File: config.mk
export PLATFORM = sky130hd
export DESIGN_NAME = radio_tx_gate_budget_backoff_unit
export DESIGN_NICKNAME = d
export VERILOG_FILES = /design/src/hdl/rtgb_pkg.sv /design/src/hdl/rtgb_div.sv /design/src/hdl/rtgb_ctrl.sv /design/src/hdl/rtgb_dp.sv /design/src/hdl/radio_tx_gate_budget_backoff_unit.sv
export SDC_FILE = /design/constraint.sdc
export NUM_CORES = 2
export LEC_CHECK = 0
export ABC_AREA = 1
export ABC_CLOCK_PERIOD_IN_PS = 7720
export BUFFER_PORTS_ARGS = -buffer_cell sky130_fd_sc_hd__clkbuf_2
export CAP_MARGIN = 20
export CORE_ASPECT_RATIO = 1.25
export CORE_MARGIN = 8
export CORE_UTILIZATION = 35
export DETAILED_ROUTE_END_ITERATION = 6
export REMOVE_ABC_BUFFERS = 1
export SETUP_SLACK_MARGIN = 0.5
export SYNTH_ARGS = -nofsm -noshare
export SYNTH_HDL_FRONTEND = slang
export SYNTH_HIERARCHICAL = 1
export SYNTH_SLANG_ARGS = --single-unit
File: constraint.sdc
create_clock -name clk -period 7.72 [get_ports clk]
set_clock_uncertainty 0.2 [all_clocks]
set_input_delay 0.386 -clock clk [delete_from_list [all_inputs] [get_ports clk]]
set_output_delay 0.386 -clock clk [all_outputs]
set_load 0.02 [all_outputs]
File: src/hdl/rtgb_pkg.sv
package rtgb_pkg;

  typedef enum logic [2:0] {
    DEC_IDLE   = 3'd0,
    DEC_BUDGET = 3'd1,
    DEC_NOTYET = 3'd2,
    DEC_BUSY   = 3'd3,
    DEC_TX     = 3'd4,
    DEC_FORCED = 3'd5,
    DEC_DONE   = 3'd6
  } dec_t;

  localparam logic OP_POLL = 1'b0;
  localparam logic OP_DONE = 1'b1;

  localparam int CfgIdxW = 3;
  localparam logic [CfgIdxW-1:0] REG_FACTOR  = 3'd0;
  localparam logic [CfgIdxW-1:0] REG_WINDOW  = 3'd1;
  localparam logic [CfgIdxW-1:0] REG_MAXPKT  = 3'd2;
  localparam logic [CfgIdxW-1:0] REG_PREAMB  = 3'd3;
  localparam logic [CfgIdxW-1:0] REG_RETRY   = 3'd4;

  localparam logic [15:0] RST_FACTOR = 16'd256;
  localparam logic [31:0] RST_WINDOW = 32'd3600000;
  localparam logic [15:0] RST_RETRY  = 16'd200;
  // Cap for the reset window and factor: 3600000 * 256 / 512.
  localparam logic [31:0] RST_CAP    = 32'd1800000;

  localparam logic [17:0] LONG_FLOOR   = 18'd4000;
  localparam logic [17:0] LONG_CEIL    = 18'd12000;
  localparam logic [17:0] LONG_MARGIN  = 18'd250;
  localparam logic [17:0] SHORT_FLOOR  = 18'd400;
  localparam logic [17:0] SHORT_MARGIN = 18'd100;
  localparam logic [31:0] RESERVE      = 32'd100;
  localparam logic [1:0]  SHIFT_MAX    = 2'd2;

  // Dividend is the operand times 256, so 32 + 8 quotient bits.
  localparam int DivSteps = 40;
  localparam int DivCntW  = $clog2(DivSteps);

  typedef struct packed {
    logic load;
    logic div_cap;
    logic div_ref;
    logic cap_load;
    logic apply;
    logic eval;
    logic lim;
    logic dec;
    logic mul;
    logic fin;
  } cmd_t;

  typedef struct packed {
    logic div_done;
  } stat_t;

endpackage

File: src/hdl/rtgb_div.sv
module rtgb_div
  import rtgb_pkg::*;
(
  input  logic        clk,
  input  logic        rst_n,
  input  logic        start,
  input  logic [31:0] x,
  input  logic [15:0] factor,
  output logic        done,
  output logic [31:0] q
);

  logic [39:0]        dvd_r, dvd_nxt;
  logic [16:0]        rem_r, rem_nxt;
  logic [16:0]        dvs_r;
  logic [DivCntW-1:0] cnt_r;
  logic               run_r, done_r;
  logic [17:0]        trial, diff;
  logic               ge;

  always_comb begin
    trial   = {rem_r, dvd_r[39]};
    diff    = trial - {1'b0, dvs_r};
    ge      = trial >= {1'b0, dvs_r};
    rem_nxt = ge ? diff[16:0] : trial[16:0];
    dvd_nxt = {dvd_r[38:0], ge};
  end

  always_ff @(posedge clk) begin
    if (!rst_n) begin
      run_r  <= 1'b0;
      done_r <= 1'b0;
      cnt_r  <= '0;
    end else begin
      done_r <= 1'b0;
      if (start) begin
        run_r <= 1'b1;
        cnt_r <= '0;
      end else if (run_r) begin
        cnt_r <= cnt_r + 1'b1;
        if (cnt_r == DivCntW'(DivSteps - 1)) begin
          run_r  <= 1'b0;
          done_r <= 1'b1;
        end
      end
    end
  end

  always_ff @(posedge clk) begin
    if (start) begin
      dvd_r <= {x, 8'd0};
      rem_r <= '0;
      dvs_r <= {1'b0, factor} + 17'd256;
    end else if (run_r) begin
      dvd_r <= dvd_nxt;
      rem_r <= rem_nxt;
    end
  end

  // The quotient never exceeds the operand, so the low 32 bits hold it.
  assign q    = dvd_r[31:0];
  assign done = done_r;

endmodule

File: src/hdl/rtgb_ctrl.sv
module rtgb_ctrl
  import rtgb_pkg::*;
(
  input  logic  clk,
  input  logic  rst_n,
  input  logic  in_valid,
  output logic  in_stall,
  output logic  out_valid,
  input  logic  out_stall,
  input  logic  cap_req,
  input  stat_t stat,
  output cmd_t  cmd
);

  typedef enum logic [9:0] {
    S_IDLE  = 10'b00_0000_0001,
    S_CAP   = 10'b00_0000_0010,
    S_DIV   = 10'b00_0000_0100,
    S_APPLY = 10'b00_0000_1000,
    S_EVAL  = 10'b00_0001_0000,
    S_LIM   = 10'b00_0010_0000,
    S_DEC   = 10'b00_0100_0000,
    S_MUL   = 10'b00_1000_0000,
    S_FIN   = 10'b01_0000_0000,
    S_OUT   = 10'b10_0000_0000
  } state_t;

  state_t state_r, state_nxt;
  logic   cap_pend_r, cap_pend_nxt;

  always_comb begin
    state_nxt    = state_r;
    cap_pend_nxt = cap_pend_r | cap_req;
    cmd          = '0;
    unique case (state_r)
      S_IDLE: begin
        if (cap_pend_r) begin
          cmd.div_cap  = 1'b1;
          cap_pend_nxt = cap_req;
          state_nxt    = S_CAP;
        end else if (in_valid) begin
          cmd.load    = 1'b1;
          cmd.div_ref = 1'b1;
          state_nxt   = S_DIV;
        end
      end
      S_CAP: begin
        if (stat.div_done) begin
          cmd.cap_load = 1'b1;
          state_nxt    = S_IDLE;
        end
      end
      S_DIV: begin
        if (stat.div_done) begin
          cmd.apply = 1'b1;
          state_nxt = S_APPLY;
        end
      end
      S_APPLY: begin
        cmd.eval  = 1'b1;
        state_nxt = S_EVAL;
      end
      S_EVAL: begin
        cmd.lim   = 1'b1;
        state_nxt = S_LIM;
      end
      S_LIM: begin
        cmd.dec   = 1'b1;
        state_nxt = S_DEC;
      end
      S_DEC: begin
        cmd.mul   = 1'b1;
        state_nxt = S_MUL;
      end
      S_MUL: begin
        cmd.fin   = 1'b1;
        state_nxt = S_FIN;
      end
      S_FIN: begin
        state_nxt = S_OUT;
      end
      S_OUT: begin
        if (!out_stall) state_nxt = S_IDLE;
      end
      default: state_nxt = S_IDLE;
    endcase
  end

  always_ff @(posedge clk) begin
    if (!rst_n) begin
      state_r    <= S_IDLE;
      cap_pend_r <= 1'b0;
    end else begin
      state_r    <= state_nxt;
      cap_pend_r <= cap_pend_nxt;
    end
  end

  assign in_stall  = (state_r != S_IDLE) || cap_pend_r;
  assign out_valid = (state_r == S_OUT);

endmodule

File: src/hdl/rtgb_dp.sv
module rtgb_dp
  import rtgb_pkg::*;
(
  input  logic               clk,
  input  logic               rst_n,
  input  cmd_t               cmd,
  output stat_t              stat,
  input  logic               cfg_we,
  input  logic [CfgIdxW-1:0] cfg_idx,
  input  logic [31:0]        cfg_wdata,
  input  logic               in_operation,
  input  logic [31:0]        in_now_ms,
  input  logic               in_pending,
  input  logic               in_receiving,
  input  logic               in_mid_packet,
  input  logic [15:0]        in_est_airtime_ms,
  input  logic [15:0]        in_jitter_ms,
  output logic [2:0]         out_decision,
  output logic [31:0]        out_next_tx_ms,
  output logic [31:0]        out_budget_ms,
  output logic               out_cad_timeout
);

  logic [15:0] factor_r, maxpkt_r, preamb_r, retry_r;
  logic [31:0] window_r;

  logic        op_r, pend_r, recv_r, mid_r;
  logic [31:0] now_r;
  logic [15:0] est_r, jit_r;

  logic [31:0] budget_r, last_r, next_r, start_r, send_r, cap_r;
  logic        active_r, sticky_r, timeout_r;
  logic [1:0]  shift_r;
  logic [15:0] ejit_r;

  logic        busy_path_r, mul_pend_r;
  logic [31:0] mul_x_r, busy_age_r;
  logic [14:0] lim_r;
  logic [48:0] prod_r;
  dec_t        dec_r;

  logic [13:0] dl_long_r, dl_short_r;

  logic [31:0] div_x, div_q;
  logic        div_start;

  assign div_start = cmd.div_cap | cmd.div_ref;
  assign div_x     = cmd.div_cap ? window_r : (in_now_ms - last_r);

  rtgb_div u_div (
    .clk    (clk),
    .rst_n  (rst_n),
    .start  (div_start),
    .x      (div_x),
    .factor (factor_r),
    .done   (stat.div_done),
    .q      (div_q)
  );

  always_ff @(posedge clk) begin
    if (!rst_n) begin
      factor_r <= RST_FACTOR;
      window_r <= RST_WINDOW;
      maxpkt_r <= '0;
      preamb_r <= '0;
      retry_r  <= RST_RETRY;
    end else if (cfg_we) begin
      unique case (cfg_idx)
        REG_FACTOR: factor_r <= cfg_wdata[15:0];
        REG_WINDOW: window_r <= cfg_wdata;
        REG_MAXPKT: maxpkt_r <= cfg_wdata[15:0];
        REG_PREAMB: preamb_r <= cfg_wdata[15:0];
        REG_RETRY:  retry_r  <= cfg_wdata[15:0];
        default: ;
      endcase
    end
  end

  // Busy deadlines depend on configuration only and are refreshed every cycle.
  logic [17:0] lsum, ssum, long_v, sraw;
  always_comb begin
    lsum = {2'b0, maxpkt_r} + {5'b0, maxpkt_r[15:3]} + LONG_MARGIN;
    if (maxpkt_r == '0 || lsum < LONG_FLOOR) long_v = LONG_FLOOR;
    else if (lsum > LONG_CEIL)               long_v = LONG_CEIL;
    else                                     long_v = lsum;
    ssum = {1'b0, preamb_r, 1'b0} + SHORT_MARGIN;
    if (preamb_r == '0 || ssum < SHORT_FLOOR) sraw = SHORT_FLOOR;
    else                                      sraw = ssum;
    if (sraw > long_v) sraw = long_v;
  end

  always_ff @(posedge clk) begin
    dl_long_r  <= long_v[13:0];
    dl_short_r <= sraw[13:0];
  end

  logic [32:0] rsum;
  logic [31:0] half, dnext, tair;
  logic        passed;
  logic [13:0] lbase, jcap;
  logic        over;
  logic [17:0] bo;
  logic [14:0] left;
  logic [31:0] dly;

  always_comb begin
    rsum   = {1'b0, budget_r} + {1'b0, div_q};
    half   = {17'd0, est_r[15:1]};
    dnext  = now_r - next_r;
    passed = (dnext != '0) && !dnext[31];
    tair   = now_r - send_r;
    lbase  = sticky_r ? dl_long_r : dl_short_r;
    jcap   = (ejit_r > {3'd0, lbase[13:1]}) ? {1'b0, lbase[13:1]} : ejit_r[13:0];
    over   = busy_age_r > {17'd0, lim_r};
    bo     = {2'b0, retry_r} << shift_r;
    left   = lim_r - busy_age_r[14:0];
    if ({14'd0, bo} > {17'd0, left}) dly = (left != '0) ? {17'd0, left} : 32'd1;
    else                             dly = {14'd0, bo};
  end

  always_ff @(posedge clk) begin
    if (cmd.load) begin
      op_r   <= in_operation;
      now_r  <= in_now_ms;
      pend_r <= in_pending;
      recv_r <= in_receiving;
      mid_r  <= in_mid_packet;
      est_r  <= in_est_airtime_ms;
      jit_r  <= in_jitter_ms;
    end
    if (cmd.lim && busy_path_r) begin
      lim_r      <= {1'b0, lbase} + {1'b0, jcap};
      busy_age_r <= now_r - start_r;
    end
    if (cmd.mul) prod_r <= mul_x_r * ({1'b0, factor_r} + 17'd256);
  end

  always_ff @(posedge clk) begin
    if (!rst_n) begin
      budget_r    <= RST_CAP;
      cap_r       <= RST_CAP;
      last_r      <= '0;
      next_r      <= '0;
      start_r     <= '0;
      send_r      <= '0;
      active_r    <= 1'b0;
      sticky_r    <= 1'b0;
      timeout_r   <= 1'b0;
      shift_r     <= '0;
      ejit_r      <= '0;
      busy_path_r <= 1'b0;
      mul_pend_r  <= 1'b0;
      mul_x_r     <= '0;
      dec_r       <= DEC_IDLE;
    end else begin
      if (cmd.cap_load) cap_r <= div_q;
      // Refill is applied only when it adds at least one millisecond, and a poll
      // with nothing pending leaves the bucket alone.
      if (cmd.apply && div_q != '0 && (op_r == OP_DONE || pend_r)) begin
        budget_r <= (rsum > {1'b0, cap_r}) ? cap_r : rsum[31:0];
        last_r   <= now_r;
      end
      if (cmd.eval) begin
        busy_path_r <= 1'b0;
        mul_pend_r  <= 1'b0;
        if (op_r == OP_DONE) begin
          budget_r <= (tair > budget_r) ? '0 : budget_r - tair;
          dec_r    <= DEC_DONE;
        end else if (!pend_r) begin
          active_r <= 1'b0;
          dec_r    <= DEC_IDLE;
        end else if (budget_r < half) begin
          mul_x_r    <= half - budget_r;
          mul_pend_r <= 1'b1;
          active_r   <= 1'b0;
          dec_r      <= DEC_BUDGET;
        end else if (!passed) begin
          dec_r <= DEC_NOTYET;
        end else if (recv_r) begin
          busy_path_r <= 1'b1;
          if (!active_r) begin
            active_r <= 1'b1;
            start_r  <= now_r;
            shift_r  <= '0;
            sticky_r <= mid_r;
            ejit_r   <= jit_r;
          end else begin
            sticky_r <= sticky_r | mid_r;
          end
        end else begin
          active_r <= 1'b0;
          send_r   <= now_r;
          dec_r    <= DEC_TX;
        end
      end
      if (cmd.lim && op_r == OP_DONE) begin
        if (budget_r < RESERVE) begin
          mul_x_r    <= RESERVE - budget_r;
          mul_pend_r <= 1'b1;
        end else begin
          next_r <= now_r;
        end
      end
      if (cmd.dec && busy_path_r) begin
        if (over) begin
          timeout_r <= 1'b1;
          active_r  <= 1'b0;
          send_r    <= now_r;
          dec_r     <= DEC_FORCED;
        end else begin
          if (shift_r < SHIFT_MAX) shift_r <= shift_r + 1'b1;
          next_r <= now_r + dly;
          dec_r  <= DEC_BUSY;
        end
      end
      if (cmd.fin && mul_pend_r) next_r <= now_r + prod_r[39:8];
    end
  end

  assign out_decision    = dec_r;
  assign out_next_tx_ms  = next_r;
  assign out_budget_ms   = budget_r;
  assign out_cad_timeout = timeout_r;

endmodule

File: src/hdl/radio_tx_gate_budget_backoff_unit.sv
// Channel  Direction  Handshake             Payload
// in_      input      in_valid / in_stall   operation, now_ms, pending, receiving, ...
// out_     output     out_valid / out_stall decision, next_tx_ms, budget_ms, cad_timeout
// cfg_     input      cfg_we                cfg_idx, cfg_wdata
//
// Most of the time from an item's input beat to its result beat is spent in the 40-step
// serial divider by 256 plus the factor.
// One item is in flight; the next input beat is taken at the earliest in the cycle after
// the result beat. After a write to the factor or window register the divider recomputes
// the budget cap, with in_stall high. Reset is synchronous and active low.
module radio_tx_gate_budget_backoff_unit
  import rtgb_pkg::*;
(
  input  logic               clk,
  input  logic               rst_n,
  input  logic               cfg_we,
  input  logic [CfgIdxW-1:0] cfg_idx,
  input  logic [31:0]        cfg_wdata,
  input  logic               in_valid,
  output logic               in_stall,
  input  logic               in_operation,
  input  logic [31:0]        in_now_ms,
  input  logic               in_pending,
  input  logic               in_receiving,
  input  logic               in_mid_packet,
  input  logic [15:0]        in_est_airtime_ms,
  input  logic [15:0]        in_jitter_ms,
  output logic               out_valid,
  input  logic               out_stall,
  output logic [2:0]         out_decision,
  output logic [31:0]        out_next_tx_ms,
  output logic [31:0]        out_budget_ms,
  output logic               out_cad_timeout
);

  cmd_t  cmd;
  stat_t stat;
  logic  cap_req;

  assign cap_req = cfg_we && (cfg_idx == REG_FACTOR || cfg_idx == REG_WINDOW);

  rtgb_ctrl u_ctrl (
    .clk       (clk),
    .rst_n     (rst_n),
    .in_valid  (in_valid),
    .in_stall  (in_stall),
    .out_valid (out_valid),
    .out_stall (out_stall),
    .cap_req   (cap_req),
    .stat      (stat),
    .cmd       (cmd)
  );

  rtgb_dp u_dp (
    .clk               (clk),
    .rst_n             (rst_n),
    .cmd               (cmd),
    .stat              (stat),
    .cfg_we            (cfg_we),
    .cfg_idx           (cfg_idx),
    .cfg_wdata         (cfg_wdata),
    .in_operation      (in_operation),
    .in_now_ms         (in_now_ms),
    .in_pending        (in_pending),
    .in_receiving      (in_receiving),
    .in_mid_packet     (in_mid_packet),
    .in_est_airtime_ms (in_est_airtime_ms),
    .in_jitter_ms      (in_jitter_ms),
    .out_decision      (out_decision),
    .out_next_tx_ms    (out_next_tx_ms),
    .out_budget_ms     (out_budget_ms),
    .out_cad_timeout   (out_cad_timeout)
  );

  // The input side is open only while no result is held.
  a_accept_no_result: assert property (@(posedge clk) disable iff (!rst_n)
    !in_stall |-> !out_valid)
    else $error("input open while a result is held");

  // The timeout flag never clears once set.
  a_timeout_sticky: assert property (@(posedge clk) disable iff (!rst_n)
    out_cad_timeout |=> out_cad_timeout)
    else $error("timeout flag cleared");

  // A forced transmit always carries the timeout flag.
  a_forced_flag: assert property (@(posedge clk) disable iff (!rst_n)
    (out_valid && out_decision == DEC_FORCED) |-> out_cad_timeout)
    else $error("forced transmit without timeout flag");

endmodule
# Word-level counts from Yosys, hierarchy flattened
# Cells that the tools add are included.
# word_totals
register_bits	622
inputBits	108
output_inout_bits	70
# op_classes
add_sub_neg	20
mul	1
order_cmp	13
eq_ne	21
shifts	1
n_mux	97
n_bitwise	8
n_reduce_logical	34
# op_table
cell	n
$mux 32	26
$sub 32x32->32	5
$pmux 10 s10	1
$mux 40	2
$add 32x32->32	2
$reduce_bool 32->1	2
$mux 18	3
$mux 10	5
$mux 14	3
$mul 32x17->40	1
$mux 1	36
$add 16x9->17 const B	2
$add 32x32->33	1
$gt 33x32->1	1
$gt 32x15->1	1
$gt 32x32->1	1
$logic_not 16->1	2
$lt 32x15->1	1
$lt 32x7->1 const B	1
$sub 15x32->32	1
$sub 7x32->32 const A	1
$mux 3	9
$mux 2	10
$add 17x7->18 const B	1
other kinds (51)	77

# Logic depth before layout (Yosys ltp)
# depth
depth_word	11
mapped_depth	37

# By module
# The synthesis kept the hierarchy.
# modules_own_cells
mod	n_inst	cells_each	area_per_inst_um2
rtgb_dp	1	7728	55042.8
rtgb_div	1	559	4759.6
rtgb_ctrl	1	107	666.9
radio_tx_gate_budget_backoff_unit	1	3	13.8

# Worst setup path before layout
# OpenSTA, ideal clock, no wires.
# synth_timing
path_type	register to register
startpoint	register u_dp.factor_r[8]
endpoint	register u_dp.prod_r[37], data pin
setup_time_ns	0.265
arrival_ns	6.282
t_required_ns	7.255
setup_slack_ns	0.972
path_stages_with_launch	29
n_path_buf	1
path_cell_list	dfxtp_1 ha_1 nand2_1 nor2_1 nand4_1 nor2_1 clkinv_1 clkbuf_1 nor2_1 fa_1 fa_1 fa_1 fa_1 fa_1 inv_1 fa_1 inv_1 ha_1 a21oi_1 o21a_1 inv_1 a21oi_1 o21ai_0 a21oi_1 nand3b_1 nand2_1 a21oi_1 o21ai_0 xor2_1
# synth_between
elab_chain_len	2
# synth_rtl
item	line	rtl
from (decl)	rtgb_dp.sv:24	logic [15:0] factor_r, maxpkt_r, preamb_r, retry_r;
from (signal assigned)	rtgb_dp.sv:69	REG_FACTOR: factor_r <= cfg_wdata[15:0];
$add 16x9->17	rtgb_dp.sv:135	if (cmd.mul) prod_r <= mul_x_r * ({1'b0, factor_r} + 17'd256);
$mul 32x17->40	rtgb_dp.sv:135	
to (signal assigned)	rtgb_dp.sv:135	
to (decl)	rtgb_dp.sv:39	logic [48:0] prod_r;
# No other way between the ends.
# A chain may end at the register's enable or synchronous reset.

# Worst setup path in the final report
# layout_timing
startpoint	register u_dp.factor_r[4]
endpoint	register u_dp.prod_r[36], data pin
# The elaborated chain is that of the path after synthesis.

==> results.tsv <==
stage	metric	value	unit
outcome	violations	DRC	
floorplanning	core_area	0.1717	mm²
cts	cts_tree	yes	
synth	syn_inst	8397	
synth	synth.top_cells.by_area	fa_1 (14%), dfxtp_1 (14%), nand2_1 (12%)	
grt	grt_start_max_net_pins	97	
synth	most_instantiated_library_cell_after_synthesis	nand2_1	
route	vias_per_cell	5.140	
grt	grt_antenna_before_repair	6	
floorplanning	number_of_standard_cell_rows_in_the_floorplan	170	
sta	layout_worst_path_cycle_share	0.8952	
route	via_count_of_the_routed_design	56029	
run	max_cap_viol_count	0	
route	detail_route.drc_violations	9	
placed_design	io_buffer_count	176	
sta	fmaxAchievable	144.7	MHz
sta	tightestPinTransition	1.122	ns
synth	async_reset_ff_frac	0	
grt	vias_in_the_first_global_route	55086	
grt	globalRouteTotalUtil	0.2217	
sta	fin_setup_tns	0	ns
critical_path	worstPathMaxFanout	12	
cells_and_area	share_of_final_layout_standard_cells_stronger_than_drive_strength_1	0.06722	
placed_design	gp_routability_congestion	0.9671	
synth	synth-warning-count	6	
cells_and_area	layout-area-overhead-vs-synth	11.97	%
route	post_drt_wl_per_cell	19.61	µm
route	detail_route.iter0.violations	4172	
sta	timing.slew.headroom	0.2520	
sta	timing_max_transition_violations_final	0	
synth	synthesis.area	0.06048	mm²
synth	average_size_of_a_mapped_cell	7.203	µm²
grt	grt_pass1_wl	323900	µm
cells_and_area	nNetsFinal	9629	
power_and_ir_drop	p_leak	32.46	nW
critical_path	setup.worst_path.end_class	register	
route	firstDrtPassIters	7	
synth	synth-seq-cells	613	
floorplanning	ios	178	
floorplanning	starting_utilization_of_the_core_area	0.3524	
cells_and_area	fillerInstances	17864	
placed_design	cell_area_after_placement	0.06384	mm²
grt	grt_overflow_total	0	
cts	clock_tree.buffer_depth	3	
floorplanning	die-area	0.1865	mm²
cells_and_area	largest_register_ff_count	40	
critical_path	cp.arrival	7.19	ns
route	postRouteWirelength	213700	µm
cts	clkTransAtPathRegs	0.06	ns
power_and_ir_drop	peakVddDrop	0.1583	mV
synth	synth_enable_flop_cells	195	
critical_path	timing.critical_path.required	8.00	ns
placed_design	dp.final_hpwl	168300	µm
cts	clock_root_buffer	clkbuf_16	
placed_design	placed_cells_incl_taps	10643	
cts	clock-sinks	613	
sta	grt_setup_unrepaired	true	
cts	ctsHtreeMaxLevel	3	
cells_and_area	largest_register	u_dp/u_div/dvd_r	
synth	synth_flop_cell	dfxtp_1	
synth	post-synth-top-area-cell	fa_1	
cells_and_area	postLayoutCoreUtil	0.3945	
hold_path	min_path_type	in2reg	
cts	numCtsBuffers	77	
synth	synth_sequential_area_ratio	0.2352	
synth	synth_top_cell_area_share	0.1410	
critical_path	worst-setup-path-type	reg2reg	
cts	clock_insertion_delay_worst_skew	0.73	ns
cells_and_area	finish.instance_area	0.06772	mm²
outcome	outcome	complete, but fails checks	
critical_path	start_kind	register	
sta	hold_violations	0	
power_and_ir_drop	powerDensity	216.2	mW/mm²
synth	synthTopCellsByCount	nand2_1 (1906), inv_1 (1504), nor2_1 (690)	
floorplanning	chipHeight	480.8	µm
sta	period_minus_slack	6.911	ns
synth	yosysUniqueCellTypes	67	
sta	final-setup-viol-count	0	
route	remaining_number_of_nets_flagged_by_the_antenna_check_after_routing	0	
cells_and_area	stdcell_count	10900	
floorplanning	die-width	387.8	µm
## area by class of cell
class | instances | area, µm² | share of cell area
Antenna cell | 6 | 15.01 | 0.0002217
Clock buffer | 97 | 2106 | 0.03109
Clock inverter | 47 | 619.3 | 0.009145
Inverter | 1520 | 5719 | 0.08445
Multi-Input combinational cell | 5965 | 39250 | 0.5795
Sequential cell | 613 | 14230 | 0.2101
Tap cell | 2236 | 2798 | 0.04131
Timing Repair Buffer | 416 | 2990 | 0.04416
## worst max-delay path, cell delays in order, from the launching register on
cell and delay [ns]:
dfxtp_1 0.75, buf_4 0.33, nand2_1 0.09, fa_1 0.48, inv_1 0.06, fa_1 0.54
inv_1 0.05, fa_1 0.49, fa_1 0.56, inv_1 0.05, fa_1 0.49, fa_1 0.43
ha_1 0.34, a21oi_1 0.26, o21a_1 0.16, inv_1 0.05, a21oi_1 0.23, o21ai_0 0.25
nand2_1 0.12, nand2_1 0.09, nand2_1 0.07, nand2_1 0.08, nand2_1 0.07, nand2_1 0.10
nand2_1 0.10, nand3_1 0.08, xor2_1 0.15
## worst paths after layout
| path | startpoint | end | slack [ns] | cells past startpoint |
|---|---|---|---|---|
| hold reg to reg | u_dp/window_r[14] | u_dp/window_r[14] | 0.26 | 2 |
| setup reg to reg | u_dp/factor_r[4] | u_dp/prod_r[36] | 0.81 | 26 |
| hold / removal | cfg_wdata[4] | u_dp/window_r[4] | 0.04 | 3 |
| setup / recovery | u_dp/factor_r[4] | u_dp/prod_r[36] | 0.81 | 26 |
## stage by stage
| stage | worst slack (ns) | power (mW) | hold slack [ns] |
|---|---|---|---|
| 3_5_place_dp | 0.5181 | 10.58 | 0.2427 |
| 6_report | 0.8089 | 14.64 | 0.03651 |
| 5_1_grt | 0.4972 | 15.58 | 0.02902 |
| 4_1_cts | 0.5730 | 14.68 | 0.0003328 |
| 2_1_floorplan | 0.9991 | 8.462 | 0.2287 |
| 3_3_place_gp | 0.5305 | 10.54 | 0.2381 |
## logic make-up (layout without fill, tap and decap cells)
logic type               Yosys count  count (layout)  synth area share
AND/OR/NAND/NOR                 3260            3260            0.2242
flip-flops                       613             613            0.2352
multiplexers                       1               1         0.0001655
adder cells (fa/ha/maj)          928             928            0.2448
AO/OA/AOI/OAI                   1471            1471            0.1348
buffers and inverters           1824            2080            0.1173
XOR/XNOR                         298             298           0.04338
other                              2              13         0.0001242
## cells in the final DEF (no fill, tap or decap), types with 31 or more instances in the layout
master,count
a21oi_1,644
a22o_1,31
buf_4,138
clkbuf_16,81
clkbuf_2,175
dfxtp_1,415
dlygate4sd3_1,98
edfxtp_1,195
fa_1,426
ha_1,502
inv_1,1501
nand2_1,1904
nand3_1,287
nand4_1,102
nor2_1,685
nor3_1,87
nor4_1,39
o211ai_1,47
o21ai_0,518
o21bai_1,34
or2_2,45
xnor2_1,84
xor2_1,213
## layer usage
layer  vias up  routed length (µm)  track usage
li1      27147                   -            -
met1     26765               91420       0.2813
met2      1716               99950       0.3800
met3       397               12260      0.02741
met4         4               10090      0.09376
met5         -                  27            0
## power by group
group	switching [mW]	internal, mW
logic	4.40	2.11
registers	0.360	3.78
clock network	1.65	2.33
total	6.41	8.23
## timing repair
action | in CTS | in global routing
setup buffers | 0 | 6
setup endpoints to repair | 1 | 16
gates cloned | 0 | 0
hold buffers | 98 | 0
pin swaps | 0 | 0
gates resized for setup | 1 | 21
hold endpoints to repair | 146 | 0
Power figures use the tool's default switching activity.
